<file path="src/hw/rtl/cc20_pkg.sv">
// ----------------------------------------------------------------------------
// cc20_pkg
// Shared types and constants for the ChaCha20 stream cipher core: state
// geometry, configuration register indexes, command codes and the command
// and status bundles between the controller and the datapath.
// ----------------------------------------------------------------------------
package cc20_pkg;

    // Cipher state geometry.
    localparam int WORD_W    = 32;
    localparam int NUM_WORDS = 16;
    localparam int WORD_IDX_W = 4;
    localparam int BYTE_POS_W = 6;

    // Ten double rounds of eight quarter-rounds, one quarter-round per step.
    localparam int NUM_QR_STEPS = 80;
    localparam int STEP_W       = 7;

    // Step slots within a double round where the row rotation changes.
    localparam logic [2:0] COL_LAST_SLOT  = 3'd3;
    localparam logic [2:0] DIAG_LAST_SLOT = 3'd7;

    // Constant words of the initial state ("expand 32-byte k").
    localparam logic [WORD_W-1:0] SIGMA [4] = '{
        32'h6170_7865, 32'h3320_646E, 32'h7962_2D32, 32'h6B20_6574
    };

    // Configuration port.
    localparam int CFG_IDX_W  = 3;
    localparam int CFG_DATA_W = 64;

    localparam logic [CFG_IDX_W-1:0] CFG_KEY_01   = 3'd0;
    localparam logic [CFG_IDX_W-1:0] CFG_KEY_23   = 3'd1;
    localparam logic [CFG_IDX_W-1:0] CFG_KEY_45   = 3'd2;
    localparam logic [CFG_IDX_W-1:0] CFG_KEY_67   = 3'd3;
    localparam logic [CFG_IDX_W-1:0] CFG_NONCE_01 = 3'd4;
    localparam logic [CFG_IDX_W-1:0] CFG_NONCE_2  = 3'd5;

    // Input command codes.
    localparam logic CMD_RESTART = 1'b0;
    localparam logic CMD_DATA    = 1'b1;

    // Row rotation applied after a quarter-round step.
    typedef enum logic [1:0] {
        ROT_NORMAL    = 2'd0,
        ROT_COL_LAST  = 2'd1,
        ROT_DIAG_LAST = 2'd2
    } rot_mode_t;

    // Controller to datapath commands.
    typedef struct packed {
        logic      clear_counter;
        logic      consume_byte;
        logic      load_work;
        logic      qr_step;
        rot_mode_t rot_mode;
        logic      finish_block;
    } dp_cmd_t;

    // Datapath to controller status.
    typedef struct packed {
        logic last_byte;
    } dp_status_t;

endpackage

</file>
<file path="src/hw/rtl/cc20_in_if.sv">
// ----------------------------------------------------------------------------
// cc20_in_if
// Input channel: a command and a data byte with a valid/ready handshake.
// ----------------------------------------------------------------------------
interface cc20_in_if;

    logic       valid;
    logic       ready;
    logic       command;
    logic [7:0] data_byte;

    modport source (output valid, output command, output data_byte, input ready);
    modport sink   (input valid, input command, input data_byte, output ready);

endinterface

</file>
<file path="src/hw/rtl/cc20_out_if.sv">
// ----------------------------------------------------------------------------
// cc20_out_if
// Output channel: one processed byte with a valid/ready handshake.
// ----------------------------------------------------------------------------
interface cc20_out_if;

    logic       valid;
    logic       ready;
    logic [7:0] out_byte;

    modport source (output valid, output out_byte, input ready);
    modport sink   (input valid, input out_byte, output ready);

endinterface

</file>
<file path="src/hw/rtl/cc20_datapath.sv">
// ----------------------------------------------------------------------------
// cc20_datapath
// Configuration registers, block counter, working state with one shared
// quarter-round unit, keystream store and the byte XOR output register.
// ----------------------------------------------------------------------------
module cc20_datapath (
    input  logic                             clk,
    input  logic                             rst_n,
    input  logic                             cfg_wr_en,
    input  logic [cc20_pkg::CFG_IDX_W-1:0]   cfg_index,
    input  logic [cc20_pkg::CFG_DATA_W-1:0]  cfg_wr_data,
    input  cc20_pkg::dp_cmd_t                cmd,
    input  logic [7:0]                       data_byte,
    output cc20_pkg::dp_status_t             status,
    output logic [7:0]                       out_byte
);

    localparam int W = cc20_pkg::WORD_W;
    localparam int N = cc20_pkg::NUM_WORDS;

    logic [cc20_pkg::CFG_DATA_W-1:0] key_reg [4];
    logic [cc20_pkg::CFG_DATA_W-1:0] nonce01_reg;
    logic [W-1:0]                    nonce2_reg;
    logic [W-1:0]                    counter_reg;
    logic [cc20_pkg::BYTE_POS_W-1:0] pos_reg;
    logic [W-1:0]                    work_reg [N];
    logic [W-1:0]                    work_next [N];
    logic [W-1:0]                    ks_reg [N];
    logic [7:0]                      out_byte_reg;

    logic [W-1:0] init_word [N];
    logic [W-1:0] qr_out [4];
    logic [W-1:0] ks_word;
    logic [7:0]   ks_byte;

    // Configuration writes; indexes past the register list are dropped.
    always_ff @(posedge clk or negedge rst_n)
    begin
        if (!rst_n)
        begin
            for (int k = 0; k < 4; k++)
            begin
                key_reg[k] <= '0;
            end
            nonce01_reg <= '0;
            nonce2_reg  <= '0;
        end
        else if (cfg_wr_en)
        begin
            unique case (cfg_index)
                cc20_pkg::CFG_KEY_01:   key_reg[0]  <= cfg_wr_data;
                cc20_pkg::CFG_KEY_23:   key_reg[1]  <= cfg_wr_data;
                cc20_pkg::CFG_KEY_45:   key_reg[2]  <= cfg_wr_data;
                cc20_pkg::CFG_KEY_67:   key_reg[3]  <= cfg_wr_data;
                cc20_pkg::CFG_NONCE_01: nonce01_reg <= cfg_wr_data;
                cc20_pkg::CFG_NONCE_2:  nonce2_reg  <= cfg_wr_data[W-1:0];
                default:
                begin
                end
            endcase
        end
    end

    // Initial block state: constants, key, counter and nonce.
    always_comb
    begin
        for (int k = 0; k < 4; k++)
        begin
            init_word[k]         = cc20_pkg::SIGMA[k];
            init_word[4 + 2 * k] = key_reg[k][W-1:0];
            init_word[5 + 2 * k] = key_reg[k][2*W-1:W];
        end
        init_word[12] = counter_reg;
        init_word[13] = nonce01_reg[W-1:0];
        init_word[14] = nonce01_reg[2*W-1:W];
        init_word[15] = nonce2_reg;
    end

    // Quarter-round on column 0 of the four rows (words 0, 4, 8 and 12).
    always_comb
    begin
        logic [W-1:0] a1, a2, b1, b2, c1, c2, d1, d2, t;
        a1 = work_reg[0] + work_reg[4];
        t  = work_reg[12] ^ a1;
        d1 = {t[15:0], t[31:16]};
        c1 = work_reg[8] + d1;
        t  = work_reg[4] ^ c1;
        b1 = {t[19:0], t[31:20]};
        a2 = a1 + b1;
        t  = d1 ^ a2;
        d2 = {t[23:0], t[31:24]};
        c2 = c1 + d2;
        t  = b1 ^ c2;
        b2 = {t[24:0], t[31:25]};
        qr_out[0] = a2;
        qr_out[1] = b2;
        qr_out[2] = c2;
        qr_out[3] = d2;
    end

    // Row rotation after a step. Normally each row moves left by one word so
    // the next column comes to position 0. At the end of the column round
    // row r moves by 1+r, which lines the diagonals up as columns; at the end
    // of the diagonal round row r moves by 1-r, which restores the layout.
    always_comb
    begin
        logic [W-1:0] row_val [4];
        logic [1:0]   amt;
        for (int r = 0; r < 4; r++)
        begin
            unique case (cmd.rot_mode)
                cc20_pkg::ROT_COL_LAST:  amt = 2'(r + 1);
                cc20_pkg::ROT_DIAG_LAST: amt = 2'(1 - r);
                default:                 amt = 2'd1;
            endcase
            row_val[0] = qr_out[r];
            for (int i = 1; i < 4; i++)
            begin
                row_val[i] = work_reg[4 * r + i];
            end
            for (int i = 0; i < 4; i++)
            begin
                work_next[4 * r + i] = row_val[2'(i) + amt];
            end
        end
    end

    // Working state.
    always_ff @(posedge clk)
    begin
        if (cmd.load_work)
        begin
            work_reg <= init_word;
        end
        else if (cmd.qr_step)
        begin
            work_reg <= work_next;
        end
    end

    // Keystream store, loaded with the feed-forward sum.
    always_ff @(posedge clk or negedge rst_n)
    begin
        if (!rst_n)
        begin
            for (int k = 0; k < N; k++)
            begin
                ks_reg[k] <= '0;
            end
        end
        else if (cmd.finish_block)
        begin
            for (int k = 0; k < N; k++)
            begin
                ks_reg[k] <= work_reg[k] + init_word[k];
            end
        end
    end

    // Block counter and byte position.
    always_ff @(posedge clk or negedge rst_n)
    begin
        if (!rst_n)
        begin
            counter_reg <= '0;
            pos_reg     <= '0;
        end
        else
        begin
            if (cmd.clear_counter)
            begin
                counter_reg <= '0;
            end
            else if (cmd.finish_block)
            begin
                counter_reg <= counter_reg + W'(1);
            end

            if (cmd.finish_block)
            begin
                pos_reg <= '0;
            end
            else if (cmd.consume_byte)
            begin
                pos_reg <= pos_reg + cc20_pkg::BYTE_POS_W'(1);
            end
        end
    end

    // Little-endian byte selection and XOR into the output register.
    assign ks_word = ks_reg[pos_reg[cc20_pkg::BYTE_POS_W-1:2]];

    always_comb
    begin
        case (pos_reg[1:0])
            2'd0:    ks_byte = ks_word[7:0];
            2'd1:    ks_byte = ks_word[15:8];
            2'd2:    ks_byte = ks_word[23:16];
            default: ks_byte = ks_word[31:24];
        endcase
    end

    always_ff @(posedge clk)
    begin
        if (cmd.consume_byte)
        begin
            out_byte_reg <= data_byte ^ ks_byte;
        end
    end

    assign out_byte         = out_byte_reg;
    assign status.last_byte = &pos_reg;

endmodule

</file>
<file path="src/hw/rtl/cc20_ctrl.sv">
// ----------------------------------------------------------------------------
// cc20_ctrl
// Controller: input and output handshakes, block generation sequencing and
// the quarter-round step count.
// ----------------------------------------------------------------------------
module cc20_ctrl (
    input  logic                  clk,
    input  logic                  rst_n,
    input  logic                  in_valid,
    input  logic                  in_command,
    input  logic                  out_ready,
    input  cc20_pkg::dp_status_t  status,
    output logic                  in_ready,
    output logic                  out_valid,
    output cc20_pkg::dp_cmd_t     cmd
);

    typedef enum logic [3:0] {
        ST_IDLE  = 4'b0001,
        ST_LOAD  = 4'b0010,
        ST_ROUND = 4'b0100,
        ST_FINAL = 4'b1000
    } state_t;

    state_t                        state_reg, state_next;
    logic [cc20_pkg::STEP_W-1:0]   step_reg, step_next;
    logic                          out_valid_reg, out_valid_next;
    logic                          in_fire;
    logic                          data_fire;

    // Input is taken only when idle and the output slot is free or freeing.
    assign in_ready  = (state_reg == ST_IDLE) && (!out_valid_reg || out_ready);
    assign in_fire   = in_valid && in_ready;
    assign data_fire = in_fire && (in_command == cc20_pkg::CMD_DATA);

    // Next state and datapath commands.
    always_comb
    begin
        state_next = state_reg;
        step_next  = step_reg;
        cmd        = '0;
        cmd.rot_mode = cc20_pkg::ROT_NORMAL;

        unique case (state_reg)
            ST_IDLE:
            begin
                if (in_fire)
                begin
                    if (in_command == cc20_pkg::CMD_RESTART)
                    begin
                        cmd.clear_counter = 1'b1;
                        state_next        = ST_LOAD;
                    end
                    else
                    begin
                        cmd.consume_byte = 1'b1;
                        if (status.last_byte)
                        begin
                            state_next = ST_LOAD;
                        end
                    end
                end
            end
            ST_LOAD:
            begin
                cmd.load_work = 1'b1;
                step_next     = '0;
                state_next    = ST_ROUND;
            end
            ST_ROUND:
            begin
                cmd.qr_step = 1'b1;
                if (step_reg[2:0] == cc20_pkg::COL_LAST_SLOT)
                begin
                    cmd.rot_mode = cc20_pkg::ROT_COL_LAST;
                end
                else if (step_reg[2:0] == cc20_pkg::DIAG_LAST_SLOT)
                begin
                    cmd.rot_mode = cc20_pkg::ROT_DIAG_LAST;
                end
                step_next = step_reg + cc20_pkg::STEP_W'(1);
                if (step_reg == cc20_pkg::STEP_W'(cc20_pkg::NUM_QR_STEPS - 1))
                begin
                    state_next = ST_FINAL;
                end
            end
            ST_FINAL:
            begin
                cmd.finish_block = 1'b1;
                state_next       = ST_IDLE;
            end
            default:
            begin
                state_next = ST_IDLE;
            end
        endcase
    end

    // Output valid flag.
    always_comb
    begin
        if (data_fire)
        begin
            out_valid_next = 1'b1;
        end
        else if (out_ready)
        begin
            out_valid_next = 1'b0;
        end
        else
        begin
            out_valid_next = out_valid_reg;
        end
    end

    always_ff @(posedge clk or negedge rst_n)
    begin
        if (!rst_n)
        begin
            state_reg     <= ST_IDLE;
            step_reg      <= '0;
            out_valid_reg <= 1'b0;
        end
        else
        begin
            state_reg     <= state_next;
            step_reg      <= step_next;
            out_valid_reg <= out_valid_next;
        end
    end

    assign out_valid = out_valid_reg;

endmodule

</file>
<file path="src/hw/rtl/chacha20_stream_cipher_core.sv">
// ----------------------------------------------------------------------------
// chacha20_stream_cipher_core
// ChaCha20 (IETF, 96-bit nonce) keystream XOR engine, one byte per transfer.
// ----------------------------------------------------------------------------
// Key and nonce are written through the configuration port (registers 0 to
// 3 hold the key, 4 and 5 the nonce; other indexes are ignored) and are read
// when a block is generated. A restart command clears the block counter and
// generates block 0 without a result; a data command returns the byte XORed
// with the next keystream byte. A restart, and every 64th data byte, starts
// block generation, which holds off the input after the transfer while it
// loads the state, runs 80 steps of the single shared quarter-round unit and
// forms the feed-forward sum. The result waits in the output register, and
// input is held off while a result waits unaccepted.
// ----------------------------------------------------------------------------
module chacha20_stream_cipher_core (
    input  logic                             clk,
    input  logic                             rst_n,
    input  logic                             cfg_wr_en,
    input  logic [cc20_pkg::CFG_IDX_W-1:0]   cfg_index,
    input  logic [cc20_pkg::CFG_DATA_W-1:0]  cfg_wr_data,
    cc20_in_if.sink                          in_stream,
    cc20_out_if.source                       out_stream
);

    cc20_pkg::dp_cmd_t    dp_cmd;
    cc20_pkg::dp_status_t dp_status;

    // Sequencing and handshakes.
    cc20_ctrl u_ctrl (
        .clk        (clk),
        .rst_n      (rst_n),
        .in_valid   (in_stream.valid),
        .in_command (in_stream.command),
        .out_ready  (out_stream.ready),
        .status     (dp_status),
        .in_ready   (in_stream.ready),
        .out_valid  (out_stream.valid),
        .cmd        (dp_cmd)
    );

    // Cipher state and keystream.
    cc20_datapath u_datapath (
        .clk         (clk),
        .rst_n       (rst_n),
        .cfg_wr_en   (cfg_wr_en),
        .cfg_index   (cfg_index),
        .cfg_wr_data (cfg_wr_data),
        .cmd         (dp_cmd),
        .data_byte   (in_stream.data_byte),
        .status      (dp_status),
        .out_byte    (out_stream.out_byte)
    );

    // A data transfer always leaves a result waiting in the next cycle.
    assert property (@(posedge clk) disable iff (!rst_n)
        (in_stream.valid && in_stream.ready && in_stream.command == cc20_pkg::CMD_DATA)
        |=> out_stream.valid)
    else $error("data transfer did not produce a result");

    // A restart starts block generation, which holds off the input.
    assert property (@(posedge clk) disable iff (!rst_n)
        (in_stream.valid && in_stream.ready && in_stream.command == cc20_pkg::CMD_RESTART)
        |=> !in_stream.ready)
    else $error("input accepted during block generation");

    // Input is never taken while a result is stuck in the output register.
    assert property (@(posedge clk) disable iff (!rst_n)
        in_stream.ready |-> (!out_stream.valid || out_stream.ready))
    else $error("input ready while output is stalled");

endmodule
</file>
<file path="src/flat_wrapper.sv">
// flat-port wrapper written by rule: the top's interface ports become plain ports
module chacha20_stream_cipher_core_flat 
  (clk, rst_n, cfg_wr_en, cfg_index, cfg_wr_data, in_stream_valid, in_stream_command, in_stream_data_byte, in_stream_ready, out_stream_valid, out_stream_out_byte, out_stream_ready);
  cc20_in_if in_stream_i ();
  cc20_out_if out_stream_i ();
  input  logic clk;
  input  logic rst_n;
  input  logic cfg_wr_en;
  input  logic [cc20_pkg::CFG_IDX_W-1:0] cfg_index;
  input  logic [cc20_pkg::CFG_DATA_W-1:0] cfg_wr_data;
  input wire logic [$bits(in_stream_i.valid)-1:0] in_stream_valid;
  input wire logic [$bits(in_stream_i.command)-1:0] in_stream_command;
  input wire logic [$bits(in_stream_i.data_byte)-1:0] in_stream_data_byte;
  output wire logic [$bits(in_stream_i.ready)-1:0] in_stream_ready;
  output wire logic [$bits(out_stream_i.valid)-1:0] out_stream_valid;
  output wire logic [$bits(out_stream_i.out_byte)-1:0] out_stream_out_byte;
  input wire logic [$bits(out_stream_i.ready)-1:0] out_stream_ready;
  assign in_stream_i.valid = in_stream_valid;
  assign in_stream_i.command = in_stream_command;
  assign in_stream_i.data_byte = in_stream_data_byte;
  assign in_stream_ready = in_stream_i.ready;
  assign out_stream_valid = out_stream_i.valid;
  assign out_stream_out_byte = out_stream_i.out_byte;
  assign out_stream_i.ready = out_stream_ready;
  chacha20_stream_cipher_core u_core (.clk(clk), .rst_n(rst_n), .cfg_wr_en(cfg_wr_en), .cfg_index(cfg_index), .cfg_wr_data(cfg_wr_data), .in_stream(in_stream_i), .out_stream(out_stream_i));
endmodule
</file>
<file path="config.mk">
export PLATFORM = sky130hd
export DESIGN_NAME = chacha20_stream_cipher_core_flat
export DESIGN_NICKNAME = d
export VERILOG_FILES = /design/src/hw/rtl/cc20_pkg.sv /design/src/hw/rtl/cc20_in_if.sv /design/src/hw/rtl/cc20_out_if.sv /design/src/hw/rtl/cc20_datapath.sv /design/src/hw/rtl/cc20_ctrl.sv /design/src/hw/rtl/chacha20_stream_cipher_core.sv /design/src/flat_wrapper.sv
export SDC_FILE = /design/constraint.sdc
export NUM_CORES = 2
export LEC_CHECK = 0
export BUFFER_PORTS_ARGS = -buffer_cell sky130_fd_sc_hd__buf_2
export CORE_ASPECT_RATIO = 0.6
export CORE_MARGIN = 2
export CORE_UTILIZATION = 40
export DETAILED_ROUTE_END_ITERATION = 7
export MAX_ROUTING_LAYER = met4
export PLACE_DENSITY_LB_ADDON = 0.08
export SYNTH_ARGS = -nofsm -noshare
export SYNTH_HDL_FRONTEND = slang
export SYNTH_SLANG_ARGS = --single-unit
</file>
<file path="constraint.sdc">
create_clock -name clk -period 12.9 [get_ports clk]
set_input_delay 0 -clock clk [delete_from_list [all_inputs] [get_ports clk]]
set_output_delay 0 -clock clk [all_outputs]
set_load 0.1 [all_outputs]
</file>
Word level (Yosys, flattened, before mapping) --
Cells that the tools add are included.
Cells by class: bitwise gates (word level) 18, reduce and logical (&&, ||, !) cells 21, equal/unequal tests 19, add/sub/neg operators 32, muxes and demuxes 66, $lt $le $gt $ge 13
Operator list (number):
- $mux 32 | 28
- $bmux 32 s2 | 12
- $mux 384 | 2
- $add 32x32->32 | 16
- $bmux 32 s4 | 1
- $xor 32x32->32 | 4
- $add 32x31->32 const B | 3
- $ge 3x3->1 const B | 12
- $not 2->3 | 12
- $add 32x1->32 const B | 1
- $add 32x30->32 const B | 1
- $pmux 8 s3 | 1
- $mux 4 | 4
- $pmux 7 s2 | 1
- $add 2x2->2 const A | 6
- $mux 6 | 2
- $pmux 4 s3 | 1
- $reduce_and 2->1 | 6
- $mux 2 | 5
- $reduce_bool 2->1 | 5
- $eq 3x2->1 const B | 3
- $eq 3x3->1 const B | 3
- $pmux 2 s2 | 2
- $xor 8x8->8 | 1
- other kinds (25) | 37
Word-level totals: input bits 81, output and inout bits 10, word-level logic and storage cells 213, flip-flop bits (word level) 1434

Depth between registers and ports, before layout --
depth in word-level cells 14, gate-level depth with buffers 45, gate-level depth less buffers 45

By module --
From an unflattened synthesis, not the netlist that was laid out.
Second synthesis, totals: cells, all modules 8719, area total of the unflattened synthesis 91794.3 µm²
By module, submodules not included:
- cc20_datapath | cells an instance 8654, seq. area each 36905.4 µm², times used 1, area each 91144.9 µm²
- cc20_ctrl | cells an instance 65, seq. area each 301.5 µm², times used 1, area each 649.4 µm²

Worst setup path after synthesis --
OpenSTA, ideal clock, no wires.
path kind reg-to-reg, start reg u_core.u_ctrl.state_reg[1], end reg u_core.u_ctrl.step_reg[2] (netlist name), data required time 12255 ps, library setup time 645 ps, period minus slack after synthesis 13255 ps, buffers on the path 1, setup slack -355 ps, stages on the path, launching flop included 7, arrival time 12610 ps, cells stage by stage dfrtp_1 -> inv_1 -> nor4_1 -> nor2_1 -> inv_1 -> clkbuf_1 -> o22ai_1
On the way: cells in the longest elaborated chain, start to end 2, elaborated cells between the ends (all ways) 4, those cells by class eq/ne: 2; mux: 1; reduce/logical: 1
RTL lines:
- from (decl) | line cc20_ctrl.sv:25 | state_t state_reg, state_next;
- from (signal assigned) | line cc20_ctrl.sv:126 | state_reg <= state_next;
- $eq 4x3->1 / $eq 4x2->1 (equally long branches) | line cc20_ctrl.sv:44 | unique case (state_reg)
- $pmux 7 s2 / $reduce_bool 2->1 (equally long branches)
- to (signal assigned) | line cc20_ctrl.sv:127 | step_reg <= step_next;
- to (decl) | line cc20_ctrl.sv:26 | logic [cc20_pkg::STEP_W-1:0] step_reg, step_next;
Several ways; a longest one is shown, not always the timed one. A chain may end at the register's enable or synchronous reset.

Worst setup path in the final report --
start reg u_core.u_datapath.work_reg[363] (netlist name), end reg u_core.u_datapath.work_reg[372] (netlist name), data pin
On the way: cells in the longest elaborated chain, start to end 13
RTL lines:
- from (decl) | line cc20_datapath.sv:26 | logic [W-1:0] work_reg [N];
- from (signal assigned) | line cc20_datapath.sv:133 | work_reg <= init_word;
- from (signal assigned) | line cc20_datapath.sv:137 | work_reg <= work_next;
- $add 32x32->32 | line cc20_datapath.sv:83 | a1 = work_reg[0] + work_reg[4];
- $xor 32x32->32 | line cc20_datapath.sv:84 | t = work_reg[12] ^ a1;
- $add 32x32->32 | line cc20_datapath.sv:86 | c1 = work_reg[8] + d1;
- $xor 32x32->32 | line cc20_datapath.sv:87 | t = work_reg[4] ^ c1;
- $add 32x32->32 | line cc20_datapath.sv:89 | a2 = a1 + b1;
- $xor 32x32->32 | line cc20_datapath.sv:90 | t = d1 ^ a2;
- $add 32x32->32 | line cc20_datapath.sv:92 | c2 = c1 + d2;
- $xor 32x32->32 * | line cc20_datapath.sv:93 | t = b1 ^ c2;
- $bmux 32 s2 * | line cc20_datapath.sv:123 | work_next[4 * r + i] = row_val[2'(i) + amt];
- $mux 32 (not written as such) * (2 in a row) | line cc20_datapath.sv:123
- $mux 384 * | line cc20_datapath.sv:135 | else if (cmd.qr_step)
- $mux 384 * | line cc20_datapath.sv:131 | if (cmd.load_work)
Mark *: on every way between the ends. The rest lies on a longest branch, timed or not. The select of a mux whose other input is x is not followed.

==> results.rst <==
.. list-table::
   :header-rows: 1

   * - Metric
     - Value
   * - Port Buffers
     - 90
   * - Worst slew margin
     - 0.0178
   * - FF+latch count, synth
     - 1434
   * - Gpl congestion
     - 1.03
   * - Via count of the first global-routing pass
     - 70500
   * - Critical path class
     - flip-flop to flip-flop
   * - IO Count
     - 91
   * - Fmax achieved
     - 0.0817 GHz
   * - Total count of max-transition violations in the final report
     - 0
   * - Fin crit share
     - 0.949
   * - Xor-xnor portion of the synthesized cell area
     - 0.0731
   * - Number of unique standard cell types used by synthesis
     - 91
   * - CTS HTree Levels
     - 4
   * - Layout area overhead
     - 13.1%
   * - Unrepaired setup endpoints after global routing
     - false
   * - Area of the die
     - 229000 um2
   * - Most common flop cell mapped by yosys
     - sky130_fd_sc_hd__dfrtp_1
   * - Result of the run
     - finished, final reports clean
   * - Worst-margin pin slew
     - 1.46 ns
   * - Initial Util
     - 0.403
   * - Drt first pass iters
     - 7
   * - Post-synthesis mux area share
     - 0.120
   * - Maximum clock skew at final layout
     - 0.0813 ns
   * - Reg2reg path depth
     - 49
   * - CTS clock-pin slew for the worst setup and hold paths
     - 0.07 ns
   * - Starting DRT DRC Count
     - 11000
   * - Clock tree buffer depth
     - 4
   * - Setup violators final
     - 0
   * - Post-synthesis share of cell area spent on and, or, nand and nor gates
     - 0.109
   * - Slowest cell delay on critical path
     - 0.59 ns
   * - Placeable core region
     - 223000 um2
   * - Largest family of logic cells by synthesized area
     - compound AO/OA/AOI/OAI gates
   * - Average cell area after synthesis
     - 9.95 um2
   * - Minimum clock period after layout
     - 12.24 ns
   * - Layout filler cell count
     - 21200
   * - Post-synth EDFFs
     - 392
   * - Largest cells by area after synthesis
     - sky130_fd_sc_hd__dfrtp_1 25%, sky130_fd_sc_hd__edfxtp_1 13%, sky130_fd_sc_hd__ha_1 7.1%, sky130_fd_sc_hd__o21ai_0 5.0%, sky130_fd_sc_hd__mux2_2 4.8%
   * - Synthesized instance count
     - 9030
   * - Vertical die dimension
     - 371 um
   * - Num Clock Sinks
     - 1434
   * - Data required time at the worst endpoint
     - 13.48 ns
   * - Busiest grt layer
     - met1
   * - Half-perimeter wire length after placement
     - 340 mm
   * - Clock network latency to the later pin of the worst-skew pair
     - 0.86 ns
   * - Critical path data arrival time
     - 12.82 ns
   * - Critical Path Sink Type
     - flip-flop
   * - Grt ovf
     - 0
   * - Number of nets in the layout
     - 9881
   * - Post-detailed-route via-to-cell ratio
     - 6.24
   * - Post-detailed-route DRC marker count
     - 0
   * - Average wire per cell in the routed design
     - 35.1 um
   * - Worst path slowest cell
     - sky130_fd_sc_hd__edfxtp_1
   * - Async set-reset flop share out of synthesis
     - 0.637
   * - Syn_nets
     - 9639
   * - Register Area
     - 37200 um2
   * - Share of the core filled with cells
     - 0.456
   * - GR Util met2
     - 0.491
   * - Antenna violations before repair
     - 69
   * - Remaining antenna violation count after routing
     - 0
   * - Met3 GRT Util
     - 0.106
   * - Maximum Capacitance Violations
     - 0
   * - Rows
     - 134
   * - Synthesis warning total
     - 0
   * - Crit Reg-Reg Endpoint
     - u_core.u_datapath.work_reg[372]$_DFFE_PN_
   * - End point of the critical path
     - u_core.u_datapath.work_reg[372]$_DFFE_PN_
   * - Clock root cell
     - sky130_fd_sc_hd__clkbuf_16
   * - Post-synthesis cell area
     - 89900 um2
   * - Area leader, netlist
     - sky130_fd_sc_hd__dfrtp_1
   * - Final hold viol count
     - 0
   * - Beginning of the critical path
     - u_core.u_datapath.work_reg[363]$_DFFE_PN_
   * - Global routing met1 resource utilization
     - 0.581
   * - CTS tree
     - built
   * - Largest net degree at the start of global routing
     - 144
   * - Width of the chip
     - 616 um
   * - R2R setup slack
     - 0.66 ns
   * - Global-route wire length before repair
     - 595 mm
   * - Combined area of the multi-input logic cells
     - 50600 um2
   * - CTS buffer count
     - 163
   * - Proportion of netlist area held by the largest area contributor
     - 0.254
   * - Largest fanout of any net on the critical path
     - 6
   * - Total detailed-routing wirelength
     - 436 mm
   * - Total routing usage reported by global routing
     - 0.386
   * - Via Count
     - 77600
   * - Sequential cell area fraction in the yosys report
     - 0.414
   * - Adder-cell share of the synthesized area
     - 0.0749
   * - Synthesized-area fraction occupied by ao, oa, aoi and oai cells
     - 0.183
   * - FF-to-FF Start
     - u_core.u_datapath.work_reg[363]$_DFFE_PN_
   * - CP dominant cell by count
     - sky130_fd_sc_hd__a21oi_1
   * - Type of the worst min-delay path
     - primary input to flip-flop
   * - Startpoint types
     - flip-flop
   * - Share of post-route cells with drive strength above 1
     - 0.141
synthesized netlist by cell type (all sizes together) (102+ instances only):
library cell	count
edfxtp	392
nor2	462
clkbuf	359
mux2i	246
mux4	174
ha	512
o21ai	907
nand3	137
o22ai	121
a21oi	641
inv	191
xnor2	331
nand2	1156
dfrtp	913
dfxtp	128
xor2	368
mux2	387
nor3	102
a21o	265
routing by layer:
metal  share of wire  wire [um]  vias to the layer above
met2            0.38     166000                     4001
met1            0.48     209000                    39400
li1                -          -                    33600
met4           0.033      14500                        0
met3            0.11      47200                      555
met5               0          0                        -
stage by stage:
step	setup slack, ns	area, um2	std cells	hold WS, ns	TNS (ns)
global route	0.0306	102000	12400	0.0797	0
floorplan	3.28	89900	9030	-0.296	0
CTS	0.0365	101000	12400	0.0465	0
finish	0.664	102000	12400	0.108	0
global placement	-0.155	95300	12000	0.0235	-0.155
detailed placement	-0.0676	95300	12000	0.0197	-0.0676
worst max-delay path: cells and delay by family, from the launching register on:
family                     cells  cell delay [ns]
AOI/OAI and AO/OA             21             5.13
xor gates and xnor gates       7             1.65
adders and majority gates      4             1.59
buffers and inverters          8             1.32
DFF                            1             0.59
muxes                          1             0.37
and+or+nand+nor                8             1.25
cell families after synthesis:
family,Yosys count
AO/OA/AOI/OAI,2662
AND/OR/NAND/NOR,2246
flip-flops,1434
multiplexers,807
XOR/XNOR,718
buffers and inverters,635
adder cells (fa/ha/maj),528
worst min-delay path by stage:
stage	slack (ns)	cells after the start	to	startpoint
4_1_cts	0.05	3	u_core.u_datapath.out_byte[7]$_DFFE_PP_	in_stream_data_byte[7]
5_1_grt	0.08	3	u_core.u_datapath.out_byte[7]$_DFFE_PP_	in_stream_data_byte[7]
6_report	0.11	3	u_core.u_datapath.out_byte[7]$_DFFE_PP_	in_stream_data_byte[7]
3_5_place_dp	0.02	1	u_core.u_datapath.ks_reg[129]$_DFFE_PN0N_	rst_n
3_3_place_gp	0.02	1	u_core.u_datapath.init_word[193]$_DFFE_PN0P_	rst_n
2_1_floorplan	-0.30	0	u_core.u_ctrl.out_valid$_DFFE_PN0P_	rst_n
layout make-up:
cell class	instances	share of cell area
tap	2992	0.0368
antenna	42	0.00103
timing repair buffer	520	0.0402
sequential	1434	0.366
inverter	192	0.00724
multi-input combinational	6961	0.498
clock inverter	38	0.00298
clock buffer	251	0.0478
layout by cell type, fill, tap and decap left out, types with 35 or more instances in the layout:
cell type | synthesis | final
sky130_fd_sc_hd__a211oi_1 | 68 | 67
sky130_fd_sc_hd__a21o_1 | 263 | 263
sky130_fd_sc_hd__a21oi_1 | 641 | 639
sky130_fd_sc_hd__a22o_1 | 71 | 71
sky130_fd_sc_hd__a31oi_1 | 86 | 85
sky130_fd_sc_hd__and3_1 | 52 | 52
sky130_fd_sc_hd__buf_2 | 5 | 89
sky130_fd_sc_hd__buf_4 | 0 | 324
sky130_fd_sc_hd__clkbuf_1 | 359 | 51
sky130_fd_sc_hd__clkbuf_16 | 0 | 170
sky130_fd_sc_hd__dfrtp_1 | 913 | 909
sky130_fd_sc_hd__dfxtp_1 | 128 | 128
sky130_fd_sc_hd__diode_2 | 0 | 42
sky130_fd_sc_hd__dlygate4sd3_1 | 0 | 94
sky130_fd_sc_hd__edfxtp_1 | 392 | 392
sky130_fd_sc_hd__ha_1 | 512 | 510
sky130_fd_sc_hd__inv_1 | 190 | 187
sky130_fd_sc_hd__mux2_2 | 387 | 387
sky130_fd_sc_hd__mux2i_1 | 246 | 246
sky130_fd_sc_hd__mux4_2 | 174 | 174
sky130_fd_sc_hd__nand2_1 | 1156 | 1154
sky130_fd_sc_hd__nand2b_1 | 80 | 80
sky130_fd_sc_hd__nand3_1 | 137 | 135
sky130_fd_sc_hd__nand4_1 | 35 | 35
sky130_fd_sc_hd__nor2_1 | 462 | 454
sky130_fd_sc_hd__nor2b_1 | 75 | 75
sky130_fd_sc_hd__nor3_1 | 102 | 100
sky130_fd_sc_hd__o21a_1 | 68 | 68
sky130_fd_sc_hd__o21ai_0 | 904 | 901
sky130_fd_sc_hd__o21bai_1 | 55 | 55
sky130_fd_sc_hd__o22a_1 | 51 | 51
sky130_fd_sc_hd__o22ai_1 | 121 | 121
sky130_fd_sc_hd__o31ai_1 | 42 | 42
sky130_fd_sc_hd__xnor2_1 | 330 | 328
sky130_fd_sc_hd__xor2_1 | 368 | 357
what timing repair did:
item                                    in CTS  in global routing
hold endpoints to repair                   606                  0
hold buffers                                95                  0
pin swaps                                    0                  2
resized for setup                            1                  9
buffers inserted                             0                  3
endpoints found under the setup margin       1                120
Power is not shown: default switching activity piles up to over one toggle a cycle in this logic, so the estimate is an artifact.
